[config.mk]
export PLATFORM = sky130hd
export DESIGN_NAME = warmup_moving_average_run_flat
export DESIGN_NICKNAME = d
export VERILOG_FILES = /design/src/sv/wmar_pkg.sv /design/src/sv/wmar_if.sv /design/src/sv/wmar_datapath.sv /design/src/sv/wmar_ctrl.sv /design/src/sv/warmup_moving_average_run.sv /design/src/flat_wrapper.sv
export SDC_FILE = /design/constraint.sdc
export NUM_CORES = 1
export LEC_CHECK = 0
export ABC_AREA = 1
export BUFFER_PORTS_ARGS = -buffer_cell sky130_fd_sc_hd__buf_4
export CAP_MARGIN = 20
export CORE_MARGIN = 1.5
export CORE_UTILIZATION = 50
export CTS_BUF_LIST = sky130_fd_sc_hd__clkbuf_8
export DETAILED_ROUTE_END_ITERATION = 8
export GPL_TIMING_DRIVEN = 0
export HOLD_SLACK_MARGIN = 0.12
export PLACE_DENSITY = 0.67
export SLEW_MARGIN = 20
export SYNTH_ARGS = -nofsm -noshare
export SYNTH_HDL_FRONTEND = slang
export SYNTH_SLANG_ARGS = --single-unit
[constraint.sdc]
create_clock -name clk -period 3.5 [get_ports clk]
set_input_delay 0.175 -clock clk [delete_from_list [all_inputs] [get_ports clk]]
set_output_delay 0.175 -clock clk [all_outputs]
set_load 0.05 [all_outputs]
[src/sv/wmar_pkg.sv]
// Shared types and constants for the warm-up moving average block.
package wmar_pkg;

	localparam int ACT_W    = 2;
	localparam int RAW_W    = 16;
	localparam int SAMPLE_W = 12;
	localparam int COUNT_W  = 24;

	localparam logic [ACT_W-1:0] ACT_SAMPLE = 2'd0;
	localparam logic [ACT_W-1:0] ACT_START  = 2'd1;
	localparam logic [ACT_W-1:0] ACT_STOP   = 2'd2;

	localparam logic [COUNT_W-1:0] RUN_LENGTH_RST = 24'd1000;

	// Commands from the controller to the datapath
	typedef struct packed {
		logic clear_run;
		logic take_sample;
		logic update;
		logic div_step;
		logic emit;
	} wmar_cmd_t;

	// Status from the datapath to the controller
	typedef struct packed {
		logic run_done;
		logic div_last;
	} wmar_status_t;

endpackage

[src/sv/wmar_if.sv]
// Valid/ready channel interfaces for input and result items.
interface wmar_in_if;
	import wmar_pkg::*;

	logic                valid;
	logic                ready;
	logic [ACT_W-1:0]    action;
	logic [RAW_W-1:0]    sample_value;

	modport source (output valid, action, sample_value, input ready);
	modport sink   (input valid, action, sample_value, output ready);
endinterface

interface wmar_out_if;
	import wmar_pkg::*;

	logic                valid;
	logic                ready;
	logic [SAMPLE_W-1:0] filtered_value;
	logic                run_done;

	modport source (output valid, filtered_value, run_done, input ready);
	modport sink   (input valid, filtered_value, run_done, output ready);
endinterface

[src/sv/wmar_datapath.sv]
// Datapath: sample ring, running sum, run counter and serial divider.
module wmar_datapath #(
	parameter int WINDOW = 8
) (
	input  logic                              clk,
	input  logic                              arst_n,
	input  logic                              cfg_write,
	input  logic [wmar_pkg::COUNT_W-1:0]      cfg_data,
	input  logic [wmar_pkg::RAW_W-1:0]        sample_value,
	input  wmar_pkg::wmar_cmd_t               cmd,
	output wmar_pkg::wmar_status_t            status,
	output logic [wmar_pkg::SAMPLE_W-1:0]     filtered_value,
	output logic                              run_done
);
	import wmar_pkg::*;

	localparam int POS_W  = (WINDOW > 1) ? $clog2(WINDOW) : 1;
	localparam int CNT_W  = $clog2(WINDOW + 1);
	localparam int SUM_W  = SAMPLE_W + CNT_W;
	localparam int STEP_W = $clog2(SUM_W);

	logic [SAMPLE_W-1:0] ring_mem [WINDOW];

	logic [SAMPLE_W-1:0] sample_q;
	logic [SAMPLE_W-1:0] old_q;
	logic [POS_W-1:0]    pos_q;
	logic [CNT_W-1:0]    fill_q;
	logic [SUM_W-1:0]    sum_q;
	logic [COUNT_W-1:0]  cnt_q;
	logic [COUNT_W-1:0]  run_length_q;
	logic                done_q;
	logic [SUM_W-1:0]    quo_q;
	logic [CNT_W-1:0]    rem_q;
	logic [STEP_W-1:0]   step_q;
	logic [SAMPLE_W-1:0] out_value_q;
	logic                out_done_q;

	logic                full;
	logic [SUM_W-1:0]    sum_new;
	logic [CNT_W-1:0]    fill_new;
	logic [POS_W-1:0]    pos_new;
	logic [COUNT_W-1:0]  cnt_new;
	logic                done_now;
	logic [CNT_W:0]      shifted;
	logic [CNT_W:0]      trial;
	logic                fits;
	logic [CNT_W-1:0]    rem_new;

	// Update arithmetic for one sample
	always_comb begin
		full     = (fill_q == CNT_W'(WINDOW));
		sum_new  = sum_q - (full ? SUM_W'(old_q) : '0) + SUM_W'(sample_q);
		fill_new = full ? fill_q : fill_q + CNT_W'(1);
		pos_new  = (pos_q == POS_W'(WINDOW - 1)) ? '0 : pos_q + POS_W'(1);
		cnt_new  = cnt_q + COUNT_W'(1);
		done_now = (cnt_new >= run_length_q);
	end

	// One restoring division step
	always_comb begin
		shifted = {rem_q, quo_q[SUM_W-1]};
		trial   = shifted - {1'b0, fill_q};
		fits    = (shifted >= {1'b0, fill_q});
		rem_new = fits ? trial[CNT_W-1:0] : shifted[CNT_W-1:0];
	end

	// Sample ring: read the leaving entry on accept, write the new one on update
	always_ff @(posedge clk) begin
		if (cmd.take_sample) begin
			old_q <= ring_mem[pos_q];
		end
		if (cmd.update) begin
			ring_mem[pos_q] <= sample_q;
		end
	end

	// Control state of the run and the configuration register
	always_ff @(posedge clk or negedge arst_n) begin
		if (!arst_n) begin
			pos_q        <= '0;
			fill_q       <= '0;
			sum_q        <= '0;
			cnt_q        <= '0;
			run_length_q <= RUN_LENGTH_RST;
			step_q       <= '0;
		end else begin
			if (cfg_write) begin
				run_length_q <= cfg_data;
			end
			if (cmd.clear_run) begin
				pos_q  <= '0;
				fill_q <= '0;
				sum_q  <= '0;
				cnt_q  <= '0;
			end else if (cmd.update) begin
				pos_q  <= pos_new;
				fill_q <= fill_new;
				sum_q  <= sum_new;
				cnt_q  <= cnt_new;
				step_q <= '0;
			end else if (cmd.div_step) begin
				step_q <= step_q + STEP_W'(1);
			end
		end
	end

	// Payload registers: sample, divider and result
	always_ff @(posedge clk) begin
		if (cmd.take_sample) begin
			sample_q <= sample_value[SAMPLE_W-1:0];
		end
		if (cmd.update) begin
			quo_q  <= sum_new;
			rem_q  <= '0;
			done_q <= done_now;
		end else if (cmd.div_step) begin
			quo_q <= {quo_q[SUM_W-2:0], fits};
			rem_q <= rem_new;
		end
		if (cmd.emit) begin
			out_value_q <= quo_q[SAMPLE_W-1:0];
			out_done_q  <= done_q;
		end
	end

	assign status.run_done = done_now;
	assign status.div_last = (step_q == STEP_W'(SUM_W - 1));
	assign filtered_value  = out_value_q;
	assign run_done        = out_done_q;

endmodule

[src/sv/wmar_ctrl.sv]
// Controller: item handshakes, run state and sequencing of the datapath.
module wmar_ctrl (
	input  logic                           clk,
	input  logic                           arst_n,
	input  logic                           in_valid,
	output logic                           in_ready,
	input  logic [wmar_pkg::ACT_W-1:0]     action,
	output logic                           out_valid,
	input  logic                           out_ready,
	output wmar_pkg::wmar_cmd_t            cmd,
	input  wmar_pkg::wmar_status_t         status
);
	import wmar_pkg::*;

	localparam logic [1:0] ST_IDLE   = 2'd0;
	localparam logic [1:0] ST_UPDATE = 2'd1;
	localparam logic [1:0] ST_DIVIDE = 2'd2;
	localparam logic [1:0] ST_EMIT   = 2'd3;

	logic [1:0] state_q;
	logic [1:0] state_d;
	logic       running_q;
	logic       out_valid_q;
	logic       accept;
	logic       slot_free;

	assign in_ready  = (state_q == ST_IDLE);
	assign accept    = in_valid && in_ready;
	assign slot_free = !out_valid_q || out_ready;
	assign out_valid = out_valid_q;

	// Decode the state into datapath commands and the next state
	always_comb begin
		cmd     = '0;
		state_d = state_q;
		unique case (state_q)
			ST_IDLE: begin
				if (accept) begin
					if (action == ACT_START) begin
						cmd.clear_run = 1'b1;
					end else if (action == ACT_SAMPLE && running_q) begin
						cmd.take_sample = 1'b1;
						state_d         = ST_UPDATE;
					end
				end
			end
			ST_UPDATE: begin
				cmd.update = 1'b1;
				state_d    = ST_DIVIDE;
			end
			ST_DIVIDE: begin
				cmd.div_step = 1'b1;
				if (status.div_last) begin
					state_d = ST_EMIT;
				end
			end
			ST_EMIT: begin
				if (slot_free) begin
					cmd.emit = 1'b1;
					state_d  = ST_IDLE;
				end
			end
			default: state_d = ST_IDLE;
		endcase
	end

	// Hold state, run flag and result valid
	always_ff @(posedge clk or negedge arst_n) begin
		if (!arst_n) begin
			state_q     <= ST_IDLE;
			running_q   <= 1'b0;
			out_valid_q <= 1'b0;
		end else begin
			state_q <= state_d;
			if (accept && action == ACT_START) begin
				running_q <= 1'b1;
			end else if (accept && action == ACT_STOP) begin
				running_q <= 1'b0;
			end else if (cmd.update && status.run_done) begin
				running_q <= 1'b0;
			end
			if (cmd.emit) begin
				out_valid_q <= 1'b1;
			end else if (out_ready) begin
				out_valid_q <= 1'b0;
			end
		end
	end

endmodule

[src/sv/warmup_moving_average_run.sv]
// Top level of the warm-up moving average over a bounded sample run.
//
//   channel   dir  handshake     payload
//   in_item   in   valid/ready   action[1:0], sample_value[15:0]
//   out_item  out  valid/ready   filtered_value[11:0], run_done
//   cfg       in   cfg_write     cfg_data[23:0] (run length)
//
// A sample taken while running occupies the block through accept with ring read,
// update, one divider step per bit of the running sum, then load of the result
// register.
// Start, stop and unused action items are taken without occupying the block.
// Reset clears the run state at once; the ring needs no clearing.
// A result waiting in the output register stalls only the next sample's final
// load; input items are not taken while that load waits.
module warmup_moving_average_run #(
	parameter int WINDOW = 8
) (
	input  logic                          clk,
	input  logic                          arst_n,
	input  logic                          cfg_write,
	input  logic [wmar_pkg::COUNT_W-1:0]  cfg_data,
	wmar_in_if.sink                       in_item,
	wmar_out_if.source                    out_item
);
	import wmar_pkg::*;

	wmar_cmd_t    cmd;
	wmar_status_t status;

	wmar_ctrl u_ctrl (
		.clk       (clk),
		.arst_n    (arst_n),
		.in_valid  (in_item.valid),
		.in_ready  (in_item.ready),
		.action    (in_item.action),
		.out_valid (out_item.valid),
		.out_ready (out_item.ready),
		.cmd       (cmd),
		.status    (status)
	);

	wmar_datapath #(
		.WINDOW (WINDOW)
	) u_datapath (
		.clk            (clk),
		.arst_n         (arst_n),
		.cfg_write      (cfg_write),
		.cfg_data       (cfg_data),
		.sample_value   (in_item.sample_value),
		.cmd            (cmd),
		.status         (status),
		.filtered_value (out_item.filtered_value),
		.run_done       (out_item.run_done)
	);

endmodule
[src/flat_wrapper.sv]
// flat-port wrapper written by rule: the top's interface ports become plain ports
module warmup_moving_average_run_flat import wmar_pkg::*;
#(
	parameter int WINDOW = 8
)
  (clk, arst_n, cfg_write, cfg_data, in_item_valid, in_item_action, in_item_sample_value, in_item_ready, out_item_valid, out_item_filtered_value, out_item_run_done, out_item_ready);
  wmar_in_if in_item_i ();
  wmar_out_if out_item_i ();
  input  logic clk;
  input  logic arst_n;
  input  logic cfg_write;
  input  logic [wmar_pkg::COUNT_W-1:0] cfg_data;
  input wire logic [$bits(in_item_i.valid)-1:0] in_item_valid;
  input wire logic [$bits(in_item_i.action)-1:0] in_item_action;
  input wire logic [$bits(in_item_i.sample_value)-1:0] in_item_sample_value;
  output wire logic [$bits(in_item_i.ready)-1:0] in_item_ready;
  output wire logic [$bits(out_item_i.valid)-1:0] out_item_valid;
  output wire logic [$bits(out_item_i.filtered_value)-1:0] out_item_filtered_value;
  output wire logic [$bits(out_item_i.run_done)-1:0] out_item_run_done;
  input wire logic [$bits(out_item_i.ready)-1:0] out_item_ready;
  assign in_item_i.valid = in_item_valid;
  assign in_item_i.action = in_item_action;
  assign in_item_i.sample_value = in_item_sample_value;
  assign in_item_ready = in_item_i.ready;
  assign out_item_valid = out_item_i.valid;
  assign out_item_filtered_value = out_item_i.filtered_value;
  assign out_item_run_done = out_item_i.run_done;
  assign out_item_i.ready = out_item_ready;
  warmup_moving_average_run #(.WINDOW(WINDOW)) u_core (.clk(clk), .arst_n(arst_n), .cfg_write(cfg_write), .cfg_data(cfg_data), .in_item(in_item_i), .out_item(out_item_i));
endmodule
== Word-level counts from Yosys, hierarchy flattened ==
Memory sizes are Yosys's and may differ from the RTL's. A register that Yosys moved wholly into a read port is not among the register bits.
Cells that the tools add are included.
Word-level totals
  memories kept: 1
  bits in writable memories: 96
  input port bits: 47
  register bits after elaboration: 125
  output and inout port bits: 15
Cells by class
  equality and inequality tests: 14
  multiplexer cells: 38
  add/subtract/negate cells: 7
  reduce and logical (&&, ||, !) cells: 16
  magnitude comparators: 2
  bitwise logic cells: 1
Memory list
  u_core.u_datapath.ring_mem: depth 8, width 12, read ports 1, clocked after Yosys merged registers in 1, wr ports 1, RTL line wmar_datapath.sv:22  | logic [SAMPLE_W-1:0] ring_mem [WINDOW];
Operators with widths (number)
  $mux W16: 4
  $mux W24: 2
  $add A24 B1 Y24 const B: 1
  $ge A24 B24 Y1: 1
  $mux W4: 6
  $add A16 B12 Y16: 1
  $sub A16 B12 Y16: 1
  $mux W1: 14
  $mux W2: 7
  $mux W12: 1
  $mux W3: 3
  $add A4 B1 Y4 const B: 2
  $eq A4 B4 Y1 const B: 2
  $ne A2 B1 Y1 const B: 4
  $pmux W2 S4: 1
  $eq A2 B2 Y1 const B: 3
  $reduce_bool A2 Y1: 3
  $ge A5 B4 Y1: 1
  $logic_and A1 B1 Y1: 5
  $reduce_and A5 Y1: 1
  $eq A2 B1 Y1 const B: 2
  $logic_not A2 Y1: 2
  $ne A2 B2 Y1 const B: 2
  $reduce_and A2 Y1: 2
  other kinds (7): 7

== Logic depth before layout (Yosys ltp) ==
Gate-level depths: netlist (run 1).
  depth in word-level cells: 8
  mapped depth: 19

== Cells and area by module ==
Synthesis (run 1) repeated with hierarchy kept, for this count alone.
Second synthesis, totals
  cell total of the unflattened synthesis: 1240
  area total of the unflattened synthesis: 11649.9 µm²
By module, submodules not included
  wmar_datapath: times used 1, area an instance 11335.9 µm², cells an instance 1198
  wmar_ctrl: times used 1, area an instance 314.1 µm², cells an instance 42

== Least setup slack after synthesis (run 1) ==
No wires, ideal clock.
  path kind: reg2reg
  from: register u_core.u_datapath.fill_q[1]
  to: register u_core.u_datapath.quo_q[15], data pin
  arrival: 2650 ps
  path buffers: 1
  path slack: 597 ps
  cell stages (with the launch flop): 19
  setup time: 253 ps
  period minus slack after synthesis: 2903 ps
  required time: 3247 ps
  path through: dfrtp_1 inv_1 ha_1 nand3_1 clkbuf_1 nor2_1 fa_1 inv_1 ha_1 nand2_1 inv_1 a21oi_1 nand2_1 nand2_1 nand2_1 nand2_1 nand2_1 nand2_1 nand2_1
On the way
  cells in the longest elaborated chain, start to end: 5
RTL lines
  start: declaration: RTL line wmar_datapath.sv:27  | logic [CNT_W-1:0] fill_q;
  start signal: assignment: RTL line wmar_datapath.sv:97  | fill_q <= fill_new;
  $eq A4 B4 Y1: RTL line wmar_datapath.sv:51  | full = (fill_q == CNT_W'(WINDOW));
  $mux W12: RTL line wmar_datapath.sv:52  | sum_new = sum_q - (full ? SUM_W'(old_q) : '0) + SUM_W'(sample_q);
  $sub A16 B12 Y16: RTL line wmar_datapath.sv:52
  $add A16 B12 Y16: RTL line wmar_datapath.sv:52
  $mux W16: RTL line wmar_datapath.sv:112  | if (cmd.update) begin
  end signal: assignment: RTL line wmar_datapath.sv:113  | quo_q <= sum_new;
  end signal: assignment: RTL line wmar_datapath.sv:117  | quo_q <= {quo_q[SUM_W-2:0], fits};
  end: declaration: RTL line wmar_datapath.sv:32  | logic [SUM_W-1:0] quo_q;
No other way between the ends.
A chain may end at the register's enable or synchronous reset.

== Worst setup path after layout (run 1) ==
  from: register u_core.u_datapath.fill_q[1]
  to: register u_core.u_datapath.quo_q[14], data pin
The elaborated chain is that of the path after synthesis.

==> results of run 1 <==
logic make-up after synthesis:
logic type / after synthesis / synth area share (%)
AND/OR/NAND/NOR: 518 / 18.5
adder cells (fa/ha/maj): 67 / 8.03
AO/OA/AOI/OAI: 170 / 8.03
flip-flops: 233 / 56.3
buffers and inverters: 244 / 8.00
XOR/XNOR: 14 / 1.05
multiplexers: 1 / 0.0966
flip-flops by register name, summed over array words and instances, names as in the netlist:
register and flops:
u_core.u_ctrl.out_valid 1, u_core.u_ctrl.running_q 1, u_core.u_ctrl.state_q 2, u_core.u_datapath.cnt_q 24
u_core.u_datapath.done_q 1, u_core.u_datapath.fill_q 4, u_core.u_datapath.filtered_value 12, u_core.u_datapath.old_q 12
u_core.u_datapath.pos_q 3, u_core.u_datapath.quo_q 16, u_core.u_datapath.rem_q 4, u_core.u_datapath.ring_mem 96
u_core.u_datapath.run_done 1, u_core.u_datapath.run_length_q 24, u_core.u_datapath.sample_q 12, u_core.u_datapath.step_q 4
u_core.u_datapath.sum_q 16
per-stage QoR:
step / cells / total power, uW
after floorplan: 1247 / 7340
after global placement: 1616 / 8530
after detailed placement: 1617 / 8700
after CTS: 1743 / 11100
after global routing: 1743 / 11900
final: 1743 / 11000
worst max path at each step:
stage	from	endpoint	cells past startpoint
after global placement	u_core.u_datapath.fill_q[1]	u_core.u_datapath.quo_q[6]	15
after detailed placement	u_core.u_datapath.fill_q[1]	u_core.u_datapath.quo_q[6]	15
final	u_core.u_datapath.fill_q[1]	u_core.u_datapath.quo_q[14]	17
after CTS	u_core.u_datapath.fill_q[1]	u_core.u_datapath.quo_q[10]	19
after global routing	u_core.u_datapath.fill_q[1]	u_core.u_datapath.quo_q[10]	18
after floorplan	u_core.u_datapath.fill_q[1]	u_core.u_datapath.quo_q[15]	18
final cells by class:
class / count / area, sq um / share of cell area [%]
Multi-Input combinational cell: 770 / 4200 / 30.4
Timing Repair Buffer: 109 / 960 / 6.95
Tap cell: 313 / 392 / 2.84
Buffer: 34 / 148 / 1.07
Inverter: 210 / 788 / 5.71
Clock buffer: 44 / 606 / 4.39
Sequential cell: 233 / 6570 / 47.6
Clock inverter: 30 / 149 / 1.08
power by group through the flow:
stage,clock (uW),sequential (uW),combinational (uW)
after floorplan,0,4160,3180
after global placement,0,4030,4500
after detailed placement,0,4050,4650
after CTS,2360,4000,4730
after global routing,2470,4060,5390
final,2300,4000,4730
layer usage:
layer,wire length [microns],vias up
met1,11600,4132
met2,12400,200
met5,0,-
met3,1270,36
li1,-,4375
met4,435,0
repair_timing:
action	in CTS	in global routing
endpoints found under the hold margin	111	0
gates resized for setup	2	6
hold buffers	52	0
setup endpoints to repair	11	19
cells in the final DEF, fill, tap and decap left out, types with 10 or more instances in the layout:
cell	count
nand4_1	14
buf_4	58
xor2_1	13
clkbuf_8	44
nand3_1	45
o22ai_1	12
o2111ai_1	11
dfrtp_1	72
nor2_2	10
clkbuf_1	21
nor2_1	129
o21ai_0	95
fa_1	13
inv_1	224
dlygate4sd3_1	52
nand2_1	287
a21oi_1	39
edfxtp_1	150
ha_1	54
==> flow_metrics.py, run 1 <==
metrics = {
    "placed_design": {
        "gp_congestion": 0.874,
        "placed_area_sq_um": 12500,
        "dp_hpwl_microns": 17900,
        "port_buffers": 56,
        "pre_cts_slack_ps": -197,
    },
    "grt": {
        "grt_first_pass_wirelength_microns": 42100,
        "grt_overflow": 0,
        "track_usage_pct": 22.1,
        "grt_antenna_before_repair": 0,
        "gr-usage-met2_pct": 37.7,
        "grt_pass1_vias": 8546,
        "grt_use_met3_pct": 3.42,
        "grt_start_max_net_pins": 80,
        "grt-busiest-layer": "met2",
        "grt_use_met1_pct": 29.5,
    },
    "floorplan": {
        "die_x_microns": 156,
        "initial_core_util_pct": 51.2,
        "dieArea_sq_um": 24200,
        "die_h_microns": 156,
        "io_pins": 62,
        "design.core.area_sq_um": 22800,
        "rows": 55,
    },
    "logic_synthesis": {
        "avgSynthCellArea_sq_um": 9.35,
        "yosys_warnings": 0,
        "synthCells": 1247,
        "synthTopCellsByArea": "edfxtp_1, dfrtp_1, nand2_1, inv_1, ha_1",
        "synthesis.area_sq_um": 11700,
        "yosys.area.top_type_share_pct": 38.6,
        "synth_area_leader_cell": "edfxtp_1",
        "synthFlopType": "edfxtp_1",
        "synth_most_common_cell": "nand2_1",
        "syn_nets": 1361,
        "synth-edff-count": 150,
        "ys_ff_latch": 233,
        "ys_seq_area_share_pct": 56.3,
        "ys_top_cells_by_count": "nand2_1, inv_1, edfxtp_1",
        "synthDistinctLibCells": 44,
        "async_flop_share_pct": 33.9,
    },
    "timing": {
        "relSlewSlack_pct": 28.2,
        "hold_ws_ps": 125,
        "tightest_slew_ps": 1070,
        "hold_viol_final": 0,
        "fin_crit_sh_pct": 90.4,
        "finalSetupViolCount": 0,
        "fin_setup_tns_ps": 0,
        "rsz0062_at_grt": "false",
        "slew_viol_final": 0,
        "max_freq_mhz": 316,
        "worst_slack_ps": 334,
        "fin_crit_ps": 3170,
        "finClkSkew_ps": 15.3,
    },
    "power": {
        "internal_power_uw": 6470,
        "power.density_nw_per_um2": 799,
        "sw_frac_of_total_pct": 41.4,
        "p_clk_share_pct": 20.9,
        "worst_ir_drop_vdd_v": 0.000348,
        "p_sw_uw": 4560,
        "leakagePower_uw": 0.00637,
        "pwr-share-comb_pct": 42.8,
        "power_frac_seq_pct": 36.3,
    },
    "critical_path": {
        "crit_arrival_ps": 3450,
        "cp.required_ps": 3780,
        "critPathMaxFanout": 10,
        "endpoint_kind": "flip-flop",
        "worstPathCellList": "inv_1 > ha_1 > nand3_2 > buf_4 > nor2_1 > ha_1 > inv_1 > ha_1 > fa_1 > nand3_1 > nand3_2 > nand2_1 > nand2_1 > nand2_1 > nand3_1 > nand3_1 > nand2_1",
        "rr_startpoint": "u_core.u_datapath.fill_q[1]",
        "crit_family": "simple AND/OR/NAND/NOR gates",
        "crit_type": "reg -> reg",
        "worst-path-buf-inv": 3,
        "reg2reg_setup_slack_ps": 330,
        "worstReg2RegEnd": "u_core.u_datapath.quo_q[14]",
        "cpMostUsedCell": "nand2_1",
        "max_stage_delay_ps": 440,
        "crit_slowest_cell": "dfrtp_2",
        "worst-r2r-cell-count": 17,
        "critPathLaunchType": "flip-flop",
    },
    "detailed_routing": {
        "drc": 0,
        "firstDrtPassIters": 5,
        "ant_nets": 0,
        "via_count": 8743,
        "routed_wl_microns": 25700,
        "first_iter_violations": 598,
        "wl_per_cell_microns": 14.8,
        "vias_per_cell": 5.02,
    },
    "min_path": {
        "min_delay_path_depth": 2,
        "min_path_type": "in -> reg",
        "holdCritStartpoint": "cfg_write",
        "min_to": "u_core.u_datapath.run_length_q[23]",
    },
    "clocking": {
        "post_cts_buffers": 0,
        "cts_tree": "built",
        "clock_sinks": 233,
        "cts.reportedPaths.clkPinSlew_ps": 60,
        "cts_root_buffer": "clkbuf_8",
        "cts_made_buffers": 41,
        "cts.htree.levels": 2,
        "clk_latency_ps": 530,
        "cts_max_path_buffers": 3,
    },
    "job": {
        "maxCapViolations": 0,
    },
    "final_layout": {
        "final_util_pct": 60.6,
        "drive_above_1_share_pct": 10.8,
        "final_nets": 1513,
        "area_delta_synth_final_pct": 18.4,
        "num-fill-cells": 1952,
        "final_area_sq_um": 13800,
        "antenna_cells": 0,
    },
    "run_status": {
        "status": "completed",
    },
}
Note: power is estimated with default switching activity, not from simulation.
==> inputs of run 2 (changes only) <==
--- a/config.mk
+++ b/config.mk
@@ -9,12 +9,11 @@
 export BUFFER_PORTS_ARGS = -buffer_cell sky130_fd_sc_hd__buf_4
 export CAP_MARGIN = 20
 export CORE_MARGIN = 1.5
-export CORE_UTILIZATION = 50
+export CORE_UTILIZATION = 35
 export CTS_BUF_LIST = sky130_fd_sc_hd__clkbuf_8
 export DETAILED_ROUTE_END_ITERATION = 8
 export GPL_TIMING_DRIVEN = 0
 export HOLD_SLACK_MARGIN = 0.12
-export PLACE_DENSITY = 0.67
 export SLEW_MARGIN = 20
 export SYNTH_ARGS = -nofsm -noshare
 export SYNTH_HDL_FRONTEND = slang
==> constraint.sdc (replaced) <==
create_clock -name clk -period 4.01 [get_ports clk]
set_input_delay 0.2005 -clock clk [delete_from_list [all_inputs] [get_ports clk]]
set_output_delay 0.2005 -clock clk [all_outputs]
set_load 0.05 [all_outputs]
==> run 2 against run 1 <==
Net effect: setup slack better by 100 ps; clock power shrank 2%; highest routed layer unchanged; hold slack gained 33 ps; largest cell class unchanged; critical endpoint is now u_core.u_datapath.quo_q[6]; sequential power fell by 13%.
==> flow_metrics.py, run 2 (same netlist as run 1, synthesis figures left out) <==
metrics = {
    "run_status": {
        "status": "completed",
    },
    "critical_path": {
        "crit_slowest_cell": "dfrtp_1",
        "critPathLaunchType": "flip-flop",
        "crit_family": "adder cells",
        "reg2reg_setup_slack_ps": 430,
        "crit_type": "reg -> reg",
        "cp.required_ps": 4310,
        "endpoint_kind": "flip-flop",
        "critPathMaxFanout": 10,
        "worstPathCellList": "inv_1 > ha_1 > nand3_1 > clkbuf_1 > nor2_1 > ha_1 > inv_1 > ha_1 > fa_1 > nand3_1 > nand3_1 > nand2_1 > nand2_1 > o21ai_0 > nand2_1",
        "worst-path-buf-inv": 3,
        "max_stage_delay_ps": 440,
        "crit_arrival_ps": 3880,
    },
    "power": {
        "leakagePower_uw": 0.00642,
        "p_total_uw": 9850,
        "worst_ir_drop_vdd_v": 0.000341,
        "power.density_nw_per_um2": 699,
    },
    "floorplan": {
        "die_h_microns": 186,
        "dieArea_sq_um": 34400,
        "die_x_microns": 186,
        "rows": 66,
        "initial_core_util_pct": 35.6,
        "design.core.area_sq_um": 32700,
        "io_pins": 62,
    },
    "final_layout": {
        "top_regs": "u_core.u_datapath.ring_mem (96), u_core.u_datapath.cnt_q (24), u_core.u_datapath.run_length_q (24)",
        "largest-register": "u_core.u_datapath.ring_mem",
        "final_common_cell": "nand2_1",
        "area_delta_synth_final_pct": 20.8,
        "antenna_cells": 0,
        "final_nets": 1517,
        "final_util_pct": 43.1,
        "drive_above_1_share_pct": 10.9,
        "largest_reg_flops": 96,
        "layout_common_cells": "nand2_1, inv_1, edfxtp_1",
    },
    "timing": {
        "max_freq_mhz": 280,
        "fin_crit_ps": 3580,
        "relSlewSlack_pct": 45.5,
        "rsz0062_at_grt": "false",
        "fin_setup_tns_ps": 0,
        "fin_crit_sh_pct": 89.2,
        "slew_viol_final": 0,
        "tightest_slew_ps": 817,
        "finClkSkew_ps": 27.5,
        "worst_slack_ps": 434,
        "hold_viol_final": 0,
        "finalSetupViolCount": 0,
    },
    "grt": {
        "grt_start_max_net_pins": 80,
        "grt_overflow": 0,
        "track_usage_pct": 15.8,
        "grt_first_pass_wirelength_microns": 42600,
        "grt_antenna_before_repair": 0,
        "grt_pass1_vias": 8409,
    },
    "clocking": {
        "clock_sinks": 233,
        "cts.htree.levels": 2,
        "cts-resized-gates": 0,
        "cts_root_buffer": "clkbuf_8",
        "clk_latency_ps": 570,
        "post_cts_buffers": 0,
        "cts_made_buffers": 41,
        "cts_max_path_buffers": 3,
        "cts_tree": "built",
        "cts.reportedPaths.clkPinSlew_ps": 60,
    },
    "placed_design": {
        "port_buffers": 56,
        "gp_congestion": 0.821,
        "dp_hpwl_microns": 18100,
        "pre_cts_slack_ps": 418,
    },
    "detailed_routing": {
        "ant_nets": 0,
        "first_iter_violations": 415,
        "drc": 0,
        "wl_per_cell_microns": 14.0,
        "firstDrtPassIters": 5,
        "routed_wl_microns": 26200,
        "vias_per_cell": 4.58,
        "via_count": 8588,
    },
    "min_path": {
        "min_path_type": "in -> reg",
    },
    "job": {
        "maxCapViolations": 0,
    },
}
-- run 2: cell types whose count changed in the layout (fill, tap and decap cells not counted), sizes merged --
cell and delta:
dlygate4sd3 +3, inv -1, clkinvlp -1, clkbuf +2, bufinv +2, clkinv -1
-- run 2: power breakdown --
group	internal [uW]	total (uW)	switching [uW]
Sequential	3240	3490	251
Clock	1240	2250	1010
Combinational	1330	4110	2780
-- run 2: repair_timing --
| action | in CTS | in global routing |
|---|---|---|
| hold buffers | 55 | 0 |
| hold endpoints to repair | 114 | 0 |
| endpoints found under the setup margin | 0 | 0 |
-- run 2: area by class of cell --
cell class / count / area, sq um
Fill cell: 3181 / 18600
Sequential cell: 233 / 6570
Multi-Input combinational cell: 770 / 4180
Timing Repair Buffer: 113 / 1010
Inverter: 210 / 788
Clock buffer: 45 / 619
Tap cell: 442 / 553
Clock inverter: 29 / 219
Buffer: 34 / 144
-- run 2: path summary, 6_finish.rpt --
| check | endpoint | depth (start not counted) | start |
|---|---|---|---|
| worst max-delay path | u_core.u_datapath.quo_q[6] | 15 | u_core.u_datapath.fill_q[1] |
| worst min register to register | u_core.u_datapath.run_done | 0 | u_core.u_datapath.done_q |
| min in group asynchronous | u_core.u_datapath.run_length_q[0] | 2 | arst_n |
| worst max register to register | u_core.u_datapath.quo_q[6] | 15 | u_core.u_datapath.fill_q[1] |
| max in group asynchronous | u_core.u_datapath.sum_q[15] | 2 | arst_n |
| worst min-delay path | u_core.u_datapath.run_length_q[23] | 2 | cfg_write |
-- run 2: through the flow --
stage          instances  cell area [sq um]  hold slack (ps)
2_1_floorplan       1247              11700            -95.1
3_3_place_gp        1745              12600              379
3_5_place_dp        1747              12700              380
4_1_cts             1876              14100              127
5_1_grt             1876              14100              165
6_report            1876              14100              158
-- run 2: metal layers --
metal	vias to the layer above	routed length [microns]	track usage, %
li1	4390	-	-
met3	32	1220	2.92
met1	4005	12300	21.3
met5	-	0	0
met4	0	381	4.39
met2	161	12300	26.1
-- run 2: worst reg2reg max path: stages (launching register included) --
cell and delay (ps):
dfrtp_1 440, inv_1 110, ha_1 190, nand3_1 240, clkbuf_1 400, nor2_1 140, ha_1 300, inv_1 40
ha_1 200, fa_1 400, nand3_1 90, nand3_1 160, nand2_1 100, nand2_1 100, o21ai_0 340, nand2_1 80
==> inputs of run 3 (changes only) <==
--- a/config.mk
+++ b/config.mk
@@ -8,6 +8,7 @@
 export ABC_AREA = 1
 export BUFFER_PORTS_ARGS = -buffer_cell sky130_fd_sc_hd__buf_4
 export CAP_MARGIN = 20
+export CORE_ASPECT_RATIO = 0.5
 export CORE_MARGIN = 1.5
 export CORE_UTILIZATION = 35
 export CTS_BUF_LIST = sky130_fd_sc_hd__clkbuf_8
==> run 3 against run 2 <==
Net effect: flip-flop and latch count unchanged; first-iteration DRC count increased by 33%; clock skew increased by 11 ps; sequential share of layout area increased by 0.55 points; register-to-register slack about the same; non-clock buffer count decreased by 6; largest cell class unchanged; largest power group unchanged.
==> flow_metrics.py, run 3 (same netlist as run 1, synthesis figures left out) <==
metrics = {
    "clocking": {
        "cts.reportedPaths.clkPinSlew_ps": 60,
        "cts_root_buffer": "clkbuf_8",
        "cts.htree.levels": 2,
        "clock_sinks": 233,
        "clk_latency_ps": 580,
        "cts_tree": "built",
        "cts_made_buffers": 37,
        "cts_max_path_buffers": 3,
    },
    "floorplan": {
        "dieArea_sq_um": 34500,
        "die_x_microns": 261,
        "initial_core_util_pct": 36.2,
        "design.core.area_sq_um": 32200,
        "die_h_microns": 132,
        "rows": 46,
        "io_pins": 62,
    },
    "min_path": {
        "holdCritStartpoint": "cfg_write",
        "min_path_type": "in -> reg",
        "min_delay_path_depth": 2,
        "min_to": "u_core.u_datapath.run_length_q[23]",
    },
    "power": {
        "leakagePower_uw": 0.00635,
        "sw_frac_of_total_pct": 42.5,
        "internal_power_uw": 5600,
        "p_clk_share_pct": 20.9,
        "worst_ir_drop_vdd_v": 0.000250,
        "power.density_nw_per_um2": 700,
        "p_sw_uw": 4140,
        "pwr-share-comb_pct": 43.0,
        "power_frac_seq_pct": 36.1,
    },
    "detailed_routing": {
        "firstDrtPassIters": 4,
        "wl_per_cell_microns": 15.1,
        "ant_nets": 0,
        "first_iter_violations": 553,
        "drc": 0,
        "routed_wl_microns": 27900,
        "via_count": 8774,
        "vias_per_cell": 4.73,
    },
    "timing": {
        "rsz0062_at_grt": "false",
        "relSlewSlack_pct": 41.2,
        "finClkSkew_ps": 38.8,
        "slew_viol_final": 0,
        "fin_crit_ps": 3570,
        "hold_viol_final": 0,
        "fin_setup_tns_ps": 0,
        "tightest_slew_ps": 881,
        "finalSetupViolCount": 0,
        "fin_crit_sh_pct": 89.1,
        "max_freq_mhz": 280,
    },
    "critical_path": {
        "crit_arrival_ps": 3880,
        "crit_slowest_cell": "fa_1",
        "max_stage_delay_ps": 530,
        "worst-r2r-cell-count": 18,
        "endpoint_kind": "flip-flop",
        "worstPathCellList": "inv_1 > ha_1 > nand3_1 > clkbuf_1 > nor2_1 > fa_1 > inv_1 > ha_1 > nand2_1 > inv_1 > nand2_1 > nand2_1 > a21oi_1 > nand2_1 > nand2_1 > nand2_1 > nand2_1 > nand2_1",
        "crit_type": "reg -> reg",
        "critPathMaxFanout": 10,
        "cp.required_ps": 4320,
        "reg2reg_setup_slack_ps": 440,
        "rr_startpoint": "u_core.u_datapath.fill_q[1]",
        "critPathLaunchType": "flip-flop",
        "cpMostUsedCell": "nand2_1",
        "worstReg2RegEnd": "u_core.u_datapath.quo_q[15]",
    },
    "final_layout": {
        "largest_reg_flops": 96,
        "top_regs": "u_core.u_datapath.ring_mem (96), u_core.u_datapath.cnt_q (24), u_core.u_datapath.run_length_q (24)",
        "largest-register": "u_core.u_datapath.ring_mem",
        "layout_common_cells": "nand2_1, inv_1, edfxtp_1",
        "drive_above_1_share_pct": 10.5,
        "final_common_cell": "nand2_1",
        "final_nets": 1507,
        "final_util_pct": 43.2,
        "area_delta_synth_final_pct": 19.4,
        "antenna_cells": 0,
    },
    "placed_design": {
        "port_buffers": 56,
        "dp_hpwl_microns": 19700,
        "gp_congestion": 0.849,
    },
    "grt": {
        "grt_pass1_vias": 9012,
        "track_usage_pct": 16.8,
        "grt_first_pass_wirelength_microns": 46000,
        "grt_antenna_before_repair": 0,
        "grt_overflow": 0,
        "grt_start_max_net_pins": 80,
    },
    "run_status": {
        "status": "completed",
    },
    "job": {
        "maxCapViolations": 0,
    },
}
run 3: changes by cell type in the layout (fill, tap and decap cells not counted), moves of 3 or more:
cell / delta
bufinv_16: -3
clkinv_1: -3
clkinv_2: -5
dlygate4sd3_1: -5
inv_1: +4
run 3: area by class of cell:
cell class	instances	area, sq um
plain buffers	34	144
well taps	432	541
multi-input cells	770	4190
inverters	210	788
flip-flops and latches	233	6570
repair buffers	107	945
fillers	3096	18300
clock inverters	23	129
clock buffers	45	619
run 3: routing by layer:
metal / wire length (microns) / share of wire (%) / global-route usage (%) / vias to the layer above
li1: - / - / - / 4351
met1: 13300 / 48 / 22.9 / 4184
met2: 12500 / 45 / 27.0 / 192
met3: 1440 / 5.1 / 3.34 / 47
met4: 618 / 2.2 / 5.11 / 0
met5: 0 / 0 / 0 / -
run 3: how the worst max path moves through the flow:
stage / from / to / slack [ps] / cells past startpoint
floorplan: u_core.u_datapath.fill_q[1] / u_core.u_datapath.quo_q[15] / 1110 / 18
global placement: u_core.u_datapath.fill_q[1] / u_core.u_datapath.quo_q[15] / 480 / 18
detailed placement: u_core.u_datapath.fill_q[1] / u_core.u_datapath.quo_q[15] / 480 / 18
CTS: u_core.u_datapath.fill_q[1] / u_core.u_datapath.quo_q[15] / 450 / 18
global route: u_core.u_datapath.fill_q[1] / u_core.u_datapath.quo_q[15] / 150 / 17
finish: u_core.u_datapath.fill_q[1] / u_core.u_datapath.quo_q[15] / 440 / 18
run 3: power groups by stage:
stage	combinational [uW]	clock, uW	sequential (uW)
2_1_floorplan	2780	0	3630
3_3_place_gp	4020	0	3540
3_5_place_dp	4140	0	3550
4_1_cts	4200	2080	3510
5_1_grt	4780	2190	3570
6_report	4190	2040	3510
run 3: worst max-delay path: cells and delay by family (launching register included):
family	cells	cell delay (ps)
AO/OA/AOI/OAI	1	200
adder cells (fa/ha/maj)	3	1080
buffers and inverters	4	660
flip-flops	1	430
AND/OR/NAND/NOR	10	950
run 3: stage by stage:
step                total power, uW  hold WS, ps  area (sq um)  std cells  setup WS, ps
finish                         9740          136         13900       1854           437
global route                  10500          157         13900       1854           148
CTS                            9790          130         13900       1854           452
detailed placement             7690          380         12700       1736           477
global placement               7560          379         12600       1735           482
floorplan                      6400        -95.1         11700       1247          1110
run 3: what timing repair did:
action	4_1_cts	5_1_grt
resized for setup	0	0
setup buffers	0	0
hold endpoints to repair	111	0
hold buffers	50	0
